File: src/rtl/smhpq_pkg.sv
`default_nettype none
// ----------------------------------------------------------------------------
// smhpq_pkg: shared types and codes
// Word layouts of both channels, the ordering tuple and the status, command
// and register codes of the stable min-heap priority queue.
// ----------------------------------------------------------------------------
package smhpq_pkg;

  localparam int KEY_W   = 32;
  localparam int STAMP_W = 32;
  localparam int PAY_W   = 64;
  localparam int OCC_W   = 10;
  localparam int LVL_W   = 4;

  localparam logic [STAMP_W-1:0] STAMP_MAX  = '1;
  localparam logic [LVL_W-1:0]   LEVELS_RST = 4'd10;

  localparam logic CMD_ENQ = 1'b0;
  localparam logic CMD_DEQ = 1'b1;

  localparam logic [1:0] ST_DONE  = 2'd0;
  localparam logic [1:0] ST_FULL  = 2'd1;
  localparam logic [1:0] ST_EMPTY = 2'd2;

  // word index of the register (paddr bit 2)
  localparam logic REG_LEVELS = 1'b0;

  typedef struct packed {
    logic                    command;
    logic signed [KEY_W-1:0] key;
    logic [PAY_W-1:0]        payload;
  } in_word_t;

  typedef struct packed {
    logic [1:0]              status;
    logic signed [KEY_W-1:0] out_key;
    logic [PAY_W-1:0]        out_payload;
    logic [STAMP_W-1:0]      out_stamp;
    logic [OCC_W-1:0]        occupancy;
  } out_word_t;

  // ordering part of a heap entry
  typedef struct packed {
    logic signed [KEY_W-1:0] key;
    logic [STAMP_W-1:0]      stamp;
  } ord_t;

endpackage
`default_nettype wire

File: src/rtl/smhpq_cmp.sv
`default_nettype none
// ----------------------------------------------------------------------------
// smhpq_cmp: entry order compare
// True when entry a is served before entry b: smaller signed key, or equal
// keys and earlier stamp.
// ----------------------------------------------------------------------------
module smhpq_cmp (
  input  smhpq_pkg::ord_t a_i,
  input  smhpq_pkg::ord_t b_i,
  output logic            a_first_o
);
  import smhpq_pkg::*;

  always_comb begin
    if (a_i.key != b_i.key) begin
      a_first_o = $signed(a_i.key) < $signed(b_i.key);
    end else begin
      a_first_o = a_i.stamp < b_i.stamp;
    end
  end

endmodule
`default_nettype wire

File: config.mk
export PLATFORM = sky130hd
export DESIGN_NAME = smhpq_cmp
export DESIGN_NICKNAME = d
export VERILOG_FILES = /design/src/rtl/smhpq_pkg.sv /design/src/rtl/smhpq_cmp.sv
export SDC_FILE = /design/constraint.sdc
export NUM_CORES = 1
export LEC_CHECK = 0
export BUFFER_PORTS_ARGS = -buffer_cell sky130_fd_sc_hd__buf_2
export CORE_MARGIN = 3
export CORE_UTILIZATION = 42
export DETAILED_ROUTE_END_ITERATION = 10
export PLACE_DENSITY = 0.93
export SLEW_MARGIN = 20
export SYNTH_ARGS = -nofsm -noshare
export SYNTH_HDL_FRONTEND = slang
export SYNTH_SLANG_ARGS = --single-unit
File: constraint.sdc
create_clock -name vclk -period 1.89
set_input_delay 0.0945 -clock vclk [all_inputs]
set_output_delay 0.0945 -clock vclk [all_outputs]
set_load 0.005 [all_outputs]
Word level (Yosys, flattened, before mapping)

Index checks and enable logic that the tools add are counted.

Equality and inequality tests: 1
Magnitude comparators: 2
Muxes and demuxes: 1

Operators by type and width:

| operator            | number |
|---|---|
| < comparator 32 bit | 2 |
| != test 32 bit      | 1 |
| two-way mux 1 bit   | 1 |

Register bits: 0

Depth between registers and ports, before layout

Gate-level depths: netlist of the first run.

Word-level depth: 2
Mapped depth: 8
Gate-level depth less buffers: 8

Worst setup path after synthesis of the first run

Ideal clock, no wire load.

Path kind: input-to-output
Start point: input port b_i[42] (netlist bit)
End point: output port a_first_o
Cell stages on the path: 8
Arrival time: 1.579 ns
Data required time: 1.796 ns
Buffers on the path: 0
Setup slack: 0.217 ns
Path through: inv_1 ha_1 nand4_1 or4_4 a2111oi_4 nand3_1 a221oi_2 a21o_1

Cells in the longest elaborated chain, start to end: 2
Elaborated cells on any way between the ends: 3

RTL lines:

| what                                                  | RTL line                         | RTL |
|---|---|---|
| from (decl)                                           | smhpq_cmp.sv:9                   | `input smhpq_pkg::ord_t b_i,` |
| < comparator 32 bit or != test 32 bit (tied branches) | smhpq_cmp.sv:16, smhpq_cmp.sv:15 |  |
| two-way mux 1 bit (*)                                 | smhpq_cmp.sv:15                  | `if (a_i.key != b_i.key) begin` |
| to (decl)                                             | smhpq_cmp.sv:10                  | `output logic a_first_o` |

Mark *: on every way between the ends. The rest lies on a longest branch, timed or not.

Final worst setup path of the first run

Start point: input port a_i[37] (netlist bit)
End point: output port a_first_o

Cells in the longest elaborated chain, start to end: 2
Elaborated cells on any way between the ends: 3

RTL lines:

| what                                                  | RTL line                         | RTL |
|---|---|---|
| from (decl)                                           | smhpq_cmp.sv:8                   | `input smhpq_pkg::ord_t a_i,` |
| < comparator 32 bit or != test 32 bit (tied branches) | smhpq_cmp.sv:16, smhpq_cmp.sv:15 |  |
| two-way mux 1 bit (*)                                 | smhpq_cmp.sv:15                  |  |

Marked as above.

==> results of run 1 <==
-- cell usage after synthesis (all sizes together) --
| cell type | n |
|---|---|
| a2111oi | 1 |
| a211o | 1 |
| a211oi | 1 |
| a21o | 3 |
| a21oi | 23 |
| a221o | 1 |
| a221oi | 3 |
| a31oi | 1 |
| and2 | 1 |
| and3 | 2 |
| and4 | 1 |
| ha | 63 |
| inv | 64 |
| mux2i | 1 |
| nand2 | 17 |
| nand2b | 1 |
| nand3 | 6 |
| nand4 | 11 |
| nor2 | 4 |
| nor2b | 1 |
| nor3 | 2 |
| nor3b | 1 |
| nor4 | 2 |
| o2111ai | 1 |
| o211ai | 1 |
| o21a | 1 |
| o21ai | 7 |
| o21bai | 1 |
| o221ai | 1 |
| or3 | 2 |
| or4 | 1 |
-- per-layer routing --
metal | wire length, um | share of wire [%]
met2 | 2600 | 54
met4 | 14 | 0.29
met1 | 1820 | 38
met5 | 0 | 0
met3 | 364 | 7.6
-- power by group --
| part | switching [mW] | internal, mW |
|---|---|---|
| logic | 0.223 | 0.264 |
| clock network | 0 | 0 |
| registers | 0 | 0 |
| total | 0.223 | 0.264 |
-- critical path, stage by stage --
cell and delay, ns:
buf_2 0.12, ha_4 0.26, nand2_1 0.05, or4_4 0.55
a2111oi_4 0.19, nand3_1 0.13, a221oi_2 0.17, a21o_1 0.10
buf_2 0.10
-- worst max path at each step --
stage             from   endpoint  slack [ns]
2_1_floorplan  b_i[42]  a_first_o        0.22
3_3_place_gp   a_i[37]  a_first_o      -0.008
3_5_place_dp   b_i[39]  a_first_o       -0.05
4_1_cts        b_i[43]  a_first_o      -0.009
5_1_grt        b_i[46]  a_first_o       -0.16
6_report       a_i[37]  a_first_o        0.02
-- metrics by stage --
| step | power (mW) | setup TNS, ns | worst slack, ns |
|---|---|---|---|
| after floorplan | 0.240 | 0 | 0.217 |
| after global placement | 0.434 | -0.00825 | -0.00825 |
| after detailed placement | 0.455 | -0.0469 | -0.0469 |
| after CTS | 0.474 | -0.00915 | -0.00915 |
| after global routing | 0.563 | -0.155 | -0.155 |
| final | 0.487 | 0 | 0.0179 |
-- repair_timing --
item	4_1_cts	5_1_grt
pin swaps	0	1
resized for setup	10	9
endpoints found under the setup margin	1	1
-- logic make-up after synthesis --
logic type               Yosys count
AO/OA/AOI/OAI                     46
adder cells (fa/ha/maj)           63
buffers and inverters             64
multiplexers                       1
AND/OR/NAND/NOR                   52
-- final cells by class --
cell class | instances | share of cell area, %
multi-input combinational | 162 | 59.1
timing repair buffer | 136 | 29.0
inverter | 64 | 9.63
tap | 46 | 2.31
==> metrics.md, run 1 <==
| Metric | Value |
|---|---|
| Placed cell areas | 0.00237 mm^2 |
| Drt via density | 4.94 |
| Hold Worst Slack | 0.832 ns |
| Initial antenna violation count | 0 |
| WP data arrival | 1.78 ns |
| Starting Density | 45.9% |
| Finished Cell Area | 0.00249 mm^2 |
| Compound-Gate Fraction of Synth Area | 18.9% |
| Global placement routability congestion | 0.775 |
| Busiest grt layer | met2 |
| Hold Path Origin | a_i[62] |
| Peak Freq | 534 MHz |
| Core area | 0.00352 mm^2 |
| Slew headroom | 77.5% |
| ANT cells | 0 |
| Cells on Worst Hold Path | 7 |
| Worst Tran Pin Value | 0.334 ns |
| Hold Path Sink | a_first_o |
| Most frequent cells in the layout | buf_2 (125), inv_1 (58), ha_1 (56), a21oi_1 (23), nand2_1 (16) |
| DRC Markers | 0 |
| Antenna viol nets, final | 0 |
| Clk_buf instances | 0 |
| Ys Warns | 0 |
| Die ar. | 0.00463 mm^2 |
| Synth Net Count | 417 |
| Vias post-DR | 2,014 |
| CP endpoint kind | output pin |
| Wire per inst | 11.8 um |
| Worst Hold Class | in2out |
| Mux contribution to synthesized area | 0.619% |
| Period utilization | 99.1% |
| # rows | 21 |
| Synthesized instance count | 226 |
| Slew Limit Fails | 0 |
| Final hold vios | 0 |
| Commonest non-fill, non-tap cell in the layout | buf_2 |
| Worst VDD drop | 0.000131 V |
| Synth Area per Inst | 7.15 um^2 |
| Post-CTS setup buffers | 0 |
| Starting DRT DRC Count | 26 |
| Worst setup SP type | input pin |
| GRT Total Usage | 19.6% |
| FF+latch area | 0 um^2 |
| Yosys top cell by area | ha_1 |
| Synth area leaders | ha_1 (49%), inv_1 (15%), a21oi_1 (7.1%) |
| Post-synthesis sequential area ratio | 0% |
| Fillers | 301 |
| Crit path time final | 1.87 ns |
| Final Non-Filler Cells | 408 |
| First-pass GRT wire length | 7440 um |
| Power per cell area | 195 mW/mm^2 |
| Hpwl dp | 4340 um |
| Met2 Resource Use GR | 40.1% |
| Fraction of final layout cells sized beyond drive strength 1 | 42.8% |
| Nets | 555 |
| Die Span Y | 68.0 um |
| Grt met3 use | 2.46% |
| CTS Hold Bufs | 0 |
| Top Ports | 129 |
| RSZ-0062 raised after global routing | yes |
| Met1 GRT Util | 20.8% |
| Yosys cell types | 32 |
| Max Fanout on Critical Path | 2 |
| DP Cell Count | 408 |
| Area Growth Syn to Fin | 54.3% |
| Router iterations before antenna repair | 4 |
| Simple-gate share of the synthesized area | 16.9% |
| Largest family of logic cells by synthesized area | adder cells |
| Outcome | finished clean |
| Final setup vio count | 0 |
| PortBufs | 129 |
| Worst EP required | 1.80 ns |
| Largest net degree at the start of global routing | 5 |
| Area occupied by multi-input gates | 0.00147 mm^2 |
| Vias in the first global route | 1,994 |
| Kind of critical path | in2out |
| Post-synth top area share | 48.8% |
| Num sequential | 0 |
| Die span in x | 68.0 um |
| Max Cap Violations | 0 |
| Post-layout util | 70.8% |
| Routed wire length | 4800 um |
| XOR/XNOR share of the synthesized area | 0% |
| Synth Area in Adders | 48.8% |
| Leak pwr | 1.58 nW |
| Synthesized area | 0.00162 mm^2 |
| Global route overflow | 0 |
(Power assumes the default switching activity.)
==> run 2: changes to the inputs <==
- CORE_ASPECT_RATIO: not set -> 0.75
- PLACE_DENSITY: 0.93 -> 0.86
==> run 2 against run 1 <==
Combinational power increased by 4%; the run now ends with setup timing left; power increased by 3.6%; routed wire length increased by 3.4%; largest cell class unchanged; hold slack improved by 0.033 ns; die area increased by 0.17%.
==> metrics.md, run 2 (same netlist as run 1, synthesis figures left out) <==
| Metric | Value |
|---|---|
| Area Growth Syn to Fin | 58.3% (was 54.3%) |
| Antenna viol nets, final | 0 (unchanged) |
| Largest net degree at the start of global routing | 5 (unchanged) |
| Final setup vio count | 1 (was 0) |
| PortBufs | 129 (unchanged) |
| Setup tns final | -0.00977 ns (was 0 ns) |
| Routed wire length | 4960 um (was 4800 um) |
| Worst setup SP type | input pin (unchanged) |
| Max Cap Violations | 0 (unchanged) |
| Num sequential | 0 (unchanged) |
| Peak Freq | 526 MHz (was 534 MHz) |
| Outcome | finished with violations (was finished clean) |
| # rows | 18 (was 21) |
| Final WS setup | -0.00977 ns (was 0.0179 ns) |
| Die Span Y | 59.7 um (was 68.0 um) |
| Max Fanout on Critical Path | 2 (unchanged) |
| DP Cell Count | 412 (was 408) |
| Drt via density | 4.82 (was 4.94) |
| Die ar. | 0.00464 mm^2 (was 0.00463 mm^2) |
| Violated checks | setup timing |
| RSZ-0062 raised after global routing | yes (unchanged) |
| Fillers | 271 (was 301) |
| Crit path time final | 1.90 ns (was 1.87 ns) |
| Commonest non-fill, non-tap cell in the layout | buf_2 (unchanged) |
| Worst EP required | 1.80 ns (about the same) |
| Vias in the first global route | 1,926 (was 1,994) |
| Kind of critical path | in2out (unchanged) |
| DRC Markers | 0 (unchanged) |
| Post-CTS setup buffers | 0 (unchanged) |
| Vias post-DR | 1,986 (was 2,014) |
| CP endpoint kind | output pin (unchanged) |
| Worst Tran Pin Value | 0.343 ns (was 0.334 ns) |
| Cells on Worst Hold Path | 7 (unchanged) |
| Final hold vios | 0 (unchanged) |
| WP data arrival | 1.81 ns (was 1.78 ns) |
| Global placement routability congestion | 0.768 (was 0.775) |
| Worst Hold Class | in2out (unchanged) |
| FF+latch area | 0 um^2 (unchanged) |
| GRT Total Usage | 19.3% (was 19.6%) |
| Core area | 0.00349 mm^2 (was 0.00352 mm^2) |
| Slew Limit Fails | 0 (unchanged) |
| Final Non-Filler Cells | 412 (was 408) |
| First-pass GRT wire length | 7620 um (was 7440 um) |
| Initial antenna violation count | 0 (unchanged) |
| Hpwl dp | 4190 um (was 4340 um) |
| Fraction of final layout cells sized beyond drive strength 1 | 45.3% (was 42.8%) |
| Starting Density | 46.3% (was 45.9%) |
| Router iterations before antenna repair | 4 (unchanged) |
| Slew headroom | 77.0% (was 77.5%) |
| Starting DRT DRC Count | 29 (was 26) |
| Most frequent cells in the layout | buf_2 (129), inv_1 (57), ha_1 (50), a21oi_1 (22), nand2_1 (16) (was buf_2 (125), inv_1 (58), ha_1 (56), a21oi_1 (23), nand2_1 (16)) |
| Global route overflow | 0 (unchanged) |
| Period utilization | 101% (was 99.1%) |
| Worst VDD drop | 0.000143 V (was 0.000131 V) |
| Clk_buf instances | 0 (unchanged) |
| Power per cell area | 197 mW/mm^2 (was 195 mW/mm^2) |
| Wire per inst | 12.0 um (was 11.8 um) |
| ANT cells | 0 (unchanged) |
| Top Ports | 129 (unchanged) |
| Leak pwr | 1.58 nW (about the same) |
| Die span in x | 77.6 um (was 68.0 um) |
| Nets | 555 (unchanged) |
## run 2: cell types whose count changed in the layout (fill, tap and decap cells not counted), moves of 4 or more
cell	before	now
ha_1	56	50
ha_4	7	13
buf_2	125	129
buf_6	4	0
## run 2: final cells by class
cell class,instances,area (um^2),share of cell area (%)
inverter,64,240,9.39
multi-input combinational,162,1560,60.9
tap,50,62.6,2.44
timing repair buffer,136,698,27.3
## run 2: critical path: stages
cell       delay [ns]
buf_2            0.10
inv_2            0.05
ha_4             0.26
nand4_1          0.12
or4_4            0.46
a2111oi_4        0.20
nand3_1          0.12
a221oi_2         0.17
a21o_1           0.11
buf_2            0.11
## run 2: path summary, 6_finish.rpt
check / startpoint / end / slack [ns]
setup / recovery: b_i[46] / a_first_o / -0.01
hold / removal: a_i[62] / a_first_o / 0.87
## run 2: timing repair
action,CTS,global route
setup endpoints to repair,1,1
gates resized for setup,14,10
pin swaps,5,2
hold buffers,0,0
endpoints found under the hold margin,0,0
## run 2: per-stage QoR
stage / instance area (um^2) / worst slack, ns / hold slack (ns) / total power [mW] / utilization (%)
3_5_place_dp: 2380 / -0.0905 / 0.870 / 0.451 / 68.1
5_1_grt: 2560 / -0.0991 / 0.917 / 0.583 / 73.3
2_1_floorplan: 1620 / 0.217 / 0.545 / 0.240 / -
3_3_place_gp: 2380 / -0.0659 / 0.852 / 0.435 / 68.1
4_1_cts: 2500 / -0.00723 / 0.863 / 0.481 / 71.7
6_report: 2560 / -0.00977 / 0.865 / 0.505 / 73.3
## run 2: power by group
part	internal, mW	switching, mW
combinational	0.270	0.234
clock	0	0
sequential	0	0
## run 2: layer usage
layer,track usage [%],routed length [um],share of wire [%],vias up
li1,-,-,-,1059
met1,23.8,2030,41,849
met2,37.0,2490,50,70
met3,2.71,360,7.3,8
met4,2.54,80,1.6,0
met5,0,0,0,-
