`config.mk`:
```
export PLATFORM = sky130hd
export DESIGN_NAME = smhpq_cfg
export DESIGN_NICKNAME = d
export VERILOG_FILES = /design/src/rtl/smhpq_pkg.sv /design/src/rtl/smhpq_cfg.sv
export SDC_FILE = /design/constraint.sdc
export NUM_CORES = 1
export LEC_CHECK = 0
export BUFFER_PORTS_ARGS = -buffer_cell sky130_fd_sc_hd__buf_2
export CAP_MARGIN = 10
export CORE_ASPECT_RATIO = 1.4
export CORE_MARGIN = 10
export CORE_UTILIZATION = 29
export CTS_CLUSTER_DIAMETER = 100
export DETAILED_ROUTE_END_ITERATION = 8
export HOLD_SLACK_MARGIN = 0.03
export PLACE_DENSITY = 0.91
export SKIP_CTS_REPAIR_TIMING = 1
export SLEW_MARGIN = 20
export SYNTH_ARGS = -nofsm -noshare
export SYNTH_HDL_FRONTEND = slang
export SYNTH_SLANG_ARGS = --single-unit
```
`constraint.sdc`:
```
create_clock -name clk_i -period 2.3 [get_ports clk_i]
set_clock_uncertainty 0.2 [all_clocks]
set_input_delay 0.115 -clock clk_i [delete_from_list [all_inputs] [get_ports clk_i]]
set_output_delay 0.115 -clock clk_i [all_outputs]
set_load 0.005 [all_outputs]
```
`src/rtl/smhpq_pkg.sv`:
```
`default_nettype none
// ----------------------------------------------------------------------------
// smhpq_pkg: shared types and codes
// Word layouts of both channels, the ordering tuple and the status, command
// and register codes of the stable min-heap priority queue.
// ----------------------------------------------------------------------------
package smhpq_pkg;

  localparam int KEY_W   = 32;
  localparam int STAMP_W = 32;
  localparam int PAY_W   = 64;
  localparam int OCC_W   = 10;
  localparam int LVL_W   = 4;

  localparam logic [STAMP_W-1:0] STAMP_MAX  = '1;
  localparam logic [LVL_W-1:0]   LEVELS_RST = 4'd10;

  localparam logic CMD_ENQ = 1'b0;
  localparam logic CMD_DEQ = 1'b1;

  localparam logic [1:0] ST_DONE  = 2'd0;
  localparam logic [1:0] ST_FULL  = 2'd1;
  localparam logic [1:0] ST_EMPTY = 2'd2;

  // word index of the register (paddr bit 2)
  localparam logic REG_LEVELS = 1'b0;

  typedef struct packed {
    logic                    command;
    logic signed [KEY_W-1:0] key;
    logic [PAY_W-1:0]        payload;
  } in_word_t;

  typedef struct packed {
    logic [1:0]              status;
    logic signed [KEY_W-1:0] out_key;
    logic [PAY_W-1:0]        out_payload;
    logic [STAMP_W-1:0]      out_stamp;
    logic [OCC_W-1:0]        occupancy;
  } out_word_t;

  // ordering part of a heap entry
  typedef struct packed {
    logic signed [KEY_W-1:0] key;
    logic [STAMP_W-1:0]      stamp;
  } ord_t;

endpackage
`default_nettype wire

```
`src/rtl/smhpq_cfg.sv`:
```
`default_nettype none
// ----------------------------------------------------------------------------
// smhpq_cfg: configuration register
// APB-style access to levels_in_use; saturates the depth and derives the
// heap capacity.
// ----------------------------------------------------------------------------
module smhpq_cfg #(
  parameter int MAX_LEVELS = 10
) (
  input  logic                  clk_i,
  input  logic                  rst_ni,
  input  logic                  psel,
  input  logic                  penable,
  input  logic                  pwrite,
  input  logic [2:0]            paddr,
  input  logic [31:0]           pwdata,
  output logic [31:0]           prdata,
  output logic                  pready,
  output logic [MAX_LEVELS:0]   cap_o
);
  import smhpq_pkg::*;

  logic [LVL_W-1:0] levels_q, levels_d;
  logic [LVL_W:0]   lv_sat;
  logic             wr_hit;

  assign wr_hit = psel & penable & pwrite & (paddr[2] == REG_LEVELS);

  always_comb begin
    levels_d = levels_q;
    if (wr_hit) begin
      levels_d = pwdata[LVL_W-1:0];
    end
  end

  always_ff @(posedge clk_i or negedge rst_ni) begin
    if (!rst_ni) begin
      levels_q <= LEVELS_RST;
    end else begin
      levels_q <= levels_d;
    end
  end

  always_comb begin
    priority if (levels_q == '0) begin
      lv_sat = (LVL_W+1)'(1);
    end else if ({1'b0, levels_q} > (LVL_W+1)'(MAX_LEVELS)) begin
      lv_sat = (LVL_W+1)'(MAX_LEVELS);
    end else begin
      lv_sat = {1'b0, levels_q};
    end
  end

  assign cap_o  = ((MAX_LEVELS+1)'(1) << lv_sat) - (MAX_LEVELS+1)'(1);
  assign prdata = (paddr[2] == REG_LEVELS) ? 32'(levels_q) : '0;
  assign pready = 1'b1;

endmodule
`default_nettype wire

```
; ---- Word level (Yosys, flattened, before mapping)
; Index checks and enable logic that the tools add are counted.
[word_totals]
elab_cells = 12
output_inout_bits = 44
in_bits = 40
reg_bits = 4
[classes]
order_cmp = 1
reduce_logical = 1
muxes = 3
bitwise = 4
shifts = 1
n_addsub = 1
[ops]
columns = cell, n
row1 = two-way mux 4 bit, 3
row2 = left shift 1 x 5 -> 11 bit (first input constant), 1
row3 = subtractor 11 x 2 -> 11 bit (second input constant), 1
row4 = > comparator 4 bit (second input constant), 1
row5 = logical NOT 4 bit, 1
row6 = AND 1 bit, 3
row7 = NOT 1 bit, 1

; ---- Logic depth before layout (Yosys ltp)
; Gate-level depths: netlist of the first run.
[logic_depth]
ltp_word = 5
depth_mapped = 6
ltp_nobuf = 5

; ---- Worst setup path after synthesis of the first run
; Ideal clock, no wire load.
[synth_timing]
path_kind = reg-to-output
start = register levels_q[3]
end = output port cap_o[6]
n_path_buf = 1
stages_incl_launch_ff = 7
arrival_time_ns = 1.442
required_time_ns = 1.985
path_slack_ns = 0.543
cell_sequence = dfstp_2 clkbuf_1 or3_1 ha_1 nor3_1 a21oi_1 o21ai_0
[synth_between]
elab_chain_len = 5
word_cells_on_any_way = 6
cone_classes = 1 x add/sub / 1 x order compare / 1 x shift / 2 x mux / 1 x reduce/logical
[synth_rtl]
columns = item, line_no
row1 = from (decl), smhpq_cfg.sv:23  ; logic [LVL_W-1:0] levels_q, levels_d;
row2 = from (signal assigned), smhpq_cfg.sv:40  ; levels_q <= levels_d;
row3 = > comparator 4 bit, smhpq_cfg.sv:47  ; end else if ({1'b0, levels_q} > (LVL_W+1)'(MAX_LEVELS)) begin
row4 = two-way mux 4 bit, smhpq_cfg.sv:47
row5 = two-way mux 4 bit *, smhpq_cfg.sv:45  ; priority if (levels_q == '0) begin
row6 = left shift 1 x 5 -> 11 bit *, smhpq_cfg.sv:54  ; assign cap_o = ((MAX_LEVELS+1)'(1) << lv_sat) - (MAX_LEVELS+1)'(1);
row7 = subtractor 11 x 2 -> 11 bit *, smhpq_cfg.sv:54
row8 = to (decl), smhpq_cfg.sv:19  ; output logic [MAX_LEVELS:0] cap_o
; Every way passes the cells marked *; elsewhere a longest branch is shown, timed or not.

; ---- Worst setup path after layout of the first run
[layout_timing]
start = register levels_q[2]
end = output port cap_o[6]
; The elaborated chain is that of the path after synthesis.

==> impl_metrics.toml, run 1 <==
[grt]
grt_max_degree = 15
antenna_found_initial = 0
grt_pass1_vias = 446
grt_pass1_wl_um = 2130
grt_usage = 0.0637
grt-ovfl-total = 0

[flow_run]
maxCapViolations = 0

[timing]
fmax_mhz = 469
tns_ns = 0
fin_crit_ns = 2.13
rsz0062_at_grt = "no"
hold_viol_final = 0
min_period_over_period = 0.928
setup_viol = 0
report.final.slew_viol_count = 0

[synth]
synth_area_um2 = 568
synth_seq_cells = 4
synth.avg_cell_area_um2 = 8.48
postSynthCellCount = 67
synth_cell_types = 22
seq_area_frac_synth = 0.181
yosys_warnings = 0

[worst_setup_path]
reg2reg_from = "levels_q[3]$_DFFE_PN1P_"
required_ns = 1.99
start_kind = "flip-flop"
cp_max_fo = 9
crit_chain = "or3_1 > ha_1 > nor3_1 > a21oi_1 > o21ai_0 > buf_2"
critPathKind = "reg2out"
critPathLaunch = "levels_q[2]$_DFFE_PN0P_"
slowest_delay_ns = 0.46
end_kind = "output pin"
cp.arrival_ns = 1.82
crit_slowest_cell = "dfrtp_1"

[status]
outcome = "finished clean"

[drt]
routed-via-count = 445
drtIter0Drc = 7
antenna_left = 0
wl_per_cell_um = 12.9
viasPerCell = 3.84
drt-pass1-iter-count = 4
wl_um = 1500
drc_errors = 0

[cts]
numClockSinks = 4
clk_latency_ns = 0.24
clk_pin_slew_ns = 0.03
numCtsBuffers = 3
cts_buffer_depth = 2
cts-root-buf = "clkbuf_4"
cts_tree = "yes"
htree_levels = 1

[placed_design]
place.gp.congestion = 0.574
dp.cells = 107
port_buffers = 23
dp.final_hpwl_um = 1200

[floorplan]
row_count = 18
die_x_um = 57.4
coreArea_um2 = 1820
die_h_um = 72.4
start_util = 0.311
io_pins = 84
die_area_um2 = 4150

[finish]
fin_cells = 116
multi_input_area_um2 = 338
area_growth_pct = 17.4
seq_area_um2 = 103
largest_register_ffs = 4
final_cell_mix = "conb_1 (31), buf_2 (23), dlygate4sd3_1 (6), nor2b_1 (5)"
diodes = 0
num-fill-cells = 193
drive_above_1_share = 0.365
top_register = "levels_q"
biggestRegsByFlops = "levels_q x4"
fin_nets = 139
final_common_cell = "conb_1"

[hold_path]
hold_class = "in2reg"
worstHoldStart = "penable"

[power]
ir_drop_mv = 0.381
power.density_nw_per_um2 = 604
p_leak_nw = 0.374
==> cells by family after synthesis <==
kind of cell / count (synthesis) / share of synthesized area
fa+ha+maj: 1 / 0.0220
flops: 4 / 0.181
buf+inv: 33 / 0.416
simple gates: 16 / 0.214
xor+xnor: 1 / 0.0154
mux: 4 / 0.0793
other cells: 2 / 0.0132
compound gates: 6 / 0.0595
==> per-layer routing <==
metal  part of all wire  track usage  vias to the layer above
met5                  0            0                        -
met4              0.028       0.0550                        0
met3               0.20       0.0470                        4
met2               0.48       0.0945                       37
met1               0.30       0.0559                      189
li1                   -            -                      215
==> cell type report <==
| cell class | count | share of cell area |
|---|---|---|
| timing repair buffer | 29 | 0.263 |
| tap | 20 | 0.0375 |
| multi-input combinational | 59 | 0.507 |
| inverter | 1 | 0.00563 |
| sequential | 4 | 0.154 |
| clock buffer | 3 | 0.0338 |
==> where the power goes <==
part	switching, mW	leakage, nW	internal, mW
sequential	0.0389	0.0450	0.0929
clock	0.0282	0.0138	0.0583
combinational	0.0837	0.315	0.101
total	0.151	0.374	0.252
==> cell usage after synthesis (all sizes together) <==
| cell | count | area [µm²] |
|---|---|---|
| inv | 1 | 3.75 |
| nor4b | 1 | 15.0 |
| nand4b | 1 | 23.8 |
| nand2 | 1 | 3.75 |
| nand3b | 1 | 7.51 |
| conb | 2 | 7.51 |
| or2 | 1 | 6.26 |
| nand2b | 3 | 18.8 |
| buf | 30 | 225 |
| xor2 | 1 | 8.76 |
| o21ai | 4 | 20.0 |
| clkbuf | 2 | 7.51 |
| ha | 1 | 12.5 |
| dfrtp | 2 | 50.1 |
| nor2 | 1 | 3.75 |
| or3 | 1 | 6.26 |
| a21oi | 1 | 5.00 |
| dfstp | 2 | 52.6 |
| nor3 | 1 | 5.00 |
| mux2 | 4 | 45.0 |
| o31a | 1 | 8.76 |
| nor2b | 5 | 31.3 |
==> worst paths after layout <==
check                                          end  slack (ns)  cells after the start
setup reg to reg           levels_q[3]$_DFFE_PN1P_        1.21                      1
max in group asynchronous  levels_q[2]$_DFFE_PN0P_        1.19                      3
setup / recovery                          cap_o[6]        0.17                      6
min in group asynchronous  levels_q[1]$_DFFE_PN1P_        0.18                      2
hold reg to reg            levels_q[1]$_DFFE_PN1P_        0.48                      1
hold / removal             levels_q[2]$_DFFE_PN0P_        0.08                      3
==> critical path: cells and delay by family (launching register included) <==
family          cells  cell delay, ns
simple gates        2            0.54
flops               1            0.46
fa+ha+maj           1            0.27
buf+inv             1            0.13
compound gates      2            0.18
==> metrics by stage <==
| stage | hold slack, ns | cell area (µm²) | total power [mW] | util | setup WS [ns] |
|---|---|---|---|---|---|
| global route | 0.0902 | 667 | 0.447 | 0.366 | 0.00772 |
| floorplan | -0.381 | 677 | 0.261 | - | 0.543 |
| global placement | -0.284 | 584 | 0.304 | 0.320 | 0.428 |
| detailed placement | -0.280 | 584 | 0.311 | 0.320 | 0.397 |
| CTS | -0.533 | 607 | 0.402 | 0.333 | 0.147 |
| finish | 0.0796 | 667 | 0.402 | 0.366 | 0.166 |
Power figures use the tool's default switching activity.
==> inputs of run 2 (changes only) <==
Settings changed: ABC_AREA set to 1, SLEW_MARGIN 20 to not set.
==> impl_metrics.toml, run 2 <==
[power]
p_leak_nw = 0.429
ir_drop_mv = 0.180
totalPowerFinal_mw = 0.386
power.density_nw_per_um2 = 568

[synth]
synth.avg_cell_area_um2 = 6.93
async_flop_share = 1.00
yosysTopAreaCell = "buf_4"
synth_top_area_frac = 0.391
yosys_warnings = 0
synth_edf_count = 0
synth_area_um2 = 576
postSynthCellCount = 83
ys.flop_type = "dfstp_2"
seq_area_frac_synth = 0.178
synth_seq_cells = 4
synthTopCellsByArea = "buf_4 (39%), dfstp_2 (9.1%), dfrtp_1 (8.7%)"
synth_cell_types = 19
yosysMostFrequentCell = "buf_4"
synth_common_cells = "buf_4 (30), nand2_1 (11), inv_1 (9)"

[cts]
numCtsBuffers = 3
clk_latency_ns = 0.23
cts_buffer_depth = 2
cts-root-buf = "clkbuf_4"
numClockSinks = 4
htree_levels = 1
cts_tree = "yes"
clk_pin_slew_ns = 0.04

[timing]
hold_viol_final = 1
rsz0062_at_grt = "no"
min_period_over_period = 0.845
setup_viol = 0
report.final.slew_viol_count = 0
fin_crit_ns = 1.94
tns_ns = 0
timing.hold.ws_ns = -0.00497
fmax_mhz = 514
fin_ws_ns = 0.356

[floorplan]
die_area_um2 = 4190
coreArea_um2 = 1930
die_h_um = 72.7
row_count = 19
io_pins = 84
die_x_um = 57.7
start_util = 0.299

[grt]
grt-ovfl-total = 0
grt_max_degree = 9
antenna_found_initial = 0
grt_usage = 0.0627
grt_pass1_vias = 545
grt_pass1_wl_um = 2100

[flow_run]
maxCapViolations = 0

[finish]
top_register = "levels_q"
biggestRegsByFlops = "levels_q x4"
largest_register_ffs = 4
diodes = 0
area_growth_pct = 18.0
num-fill-cells = 220
fin_cells = 134
final_common_cell = "conb_1"
final_area_um2 = 679
drive_above_1_share = 0.327
fin_nets = 156
final_cell_mix = "conb_1 (31), buf_2 (23), nand2_1 (11), inv_1 (9), dlygate4sd3_1 (6)"

[worst_setup_path]
end_kind = "output pin"
cpMostUsedCell = "inv_2"
start_kind = "flip-flop"
cp_num_buf_inv = 4
cp_max_fo = 5
required_ns = 1.99
crit_chain = "inv_2 > nand2_2 > inv_2 > nand2_1 > ha_1 > inv_1 > xor2_1 > buf_2"
crit_slowest_cell = "dfstp_2"
critPathKind = "reg2out"
cp.arrival_ns = 1.63
slowest_delay_ns = 0.56
critPathTopFamily = "flip-flops"

[drt]
drt-pass1-iter-count = 4
routed-via-count = 490
drc_errors = 0
viasPerCell = 3.66
drtIter0Drc = 6
antenna_left = 0
wl_um = 1380
wl_per_cell_um = 10.3

[placed_design]
postPlaceCellArea_um2 = 597
dp_slack_ns = 0.593
port_buffers = 23
place.gp.congestion = 0.713
dp.cells = 125
dp.final_hpwl_um = 1220

[hold_path]
hold_class = "in2reg"

[status]
violations = "negative hold slack"
outcome = "finished with violations"
==> run 2: final cells by class <==
type                            instances  area, µm²  area share
Inverter                               13       48.8      0.0718
Multi-Input combinational cell         64        304       0.448
Tap cell                               21       26.3      0.0387
Sequential cell                         4        103       0.151
Clock buffer                            3       22.5      0.0331
Timing Repair Buffer                   29        175       0.258
==> run 2: final timing paths <==
path | from | to | slack (ns) | depth (start not counted)
max reg2reg | levels_q[1]$_DFFE_PN1P_ | levels_q[1]$_DFFE_PN1P_ | 0.80 | 3
max in group asynchronous | rst_ni | levels_q[3]$_DFFE_PN1P_ | 1.67 | 2
max | levels_q[1]$_DFFE_PN1P_ | cap_o[2] | 0.36 | 8
min in group asynchronous | rst_ni | levels_q[2]$_DFFE_PN0P_ | 0.03 | 2
min | penable | levels_q[3]$_DFFE_PN1P_ | -0.005 | 3
min reg2reg | levels_q[3]$_DFFE_PN1P_ | levels_q[3]$_DFFE_PN1P_ | 0.31 | 2
==> run 2: report_power, final <==
| part | leakage, nW | internal (mW) | switching (mW) |
|---|---|---|---|
| Combinational | 0.370 | 0.0857 | 0.112 |
| Clock | 0.0138 | 0.0582 | 0.0261 |
| Sequential | 0.0461 | 0.0893 | 0.0145 |
==> run 2: worst register-to-register path: stages (launching register included) <==
cell           delay [ns]
dfstp_2              0.56
nand2_1              0.06
o21ai_0              0.06
dlygate4sd3_1        0.56
==> run 2: kinds of logic after synthesis <==
family / count (synthesis) / synth area share
xor gates and xnor gates: 1 / 0.0152
adders and majority gates: 1 / 0.0217
other: 2 / 0.0130
buffers and inverters: 44 / 0.483
DFF: 4 / 0.178
AOI/OAI and AO/OA: 7 / 0.0717
and+or+nand+nor: 24 / 0.217
==> run 2: stage by stage <==
step / hold slack, ns / util
floorplan: -0.381 / -
global placement: -0.282 / 0.310
detailed placement: -0.281 / 0.310
CTS: -0.534 / 0.322
global route: 0.0365 / 0.353
finish: -0.00497 / 0.353
==> run 2: routing by layer <==
layer | share of wire | wire (µm) | track usage | vias to the layer above
met5 | 0 | 0 | 0 | -
met1 | 0.37 | 510 | 0.0540 | 203
met2 | 0.47 | 647 | 0.0945 | 37
met4 | 0.012 | 16 | 0.0471 | 0
li1 | - | - | - | 248
met3 | 0.15 | 206 | 0.0505 | 2
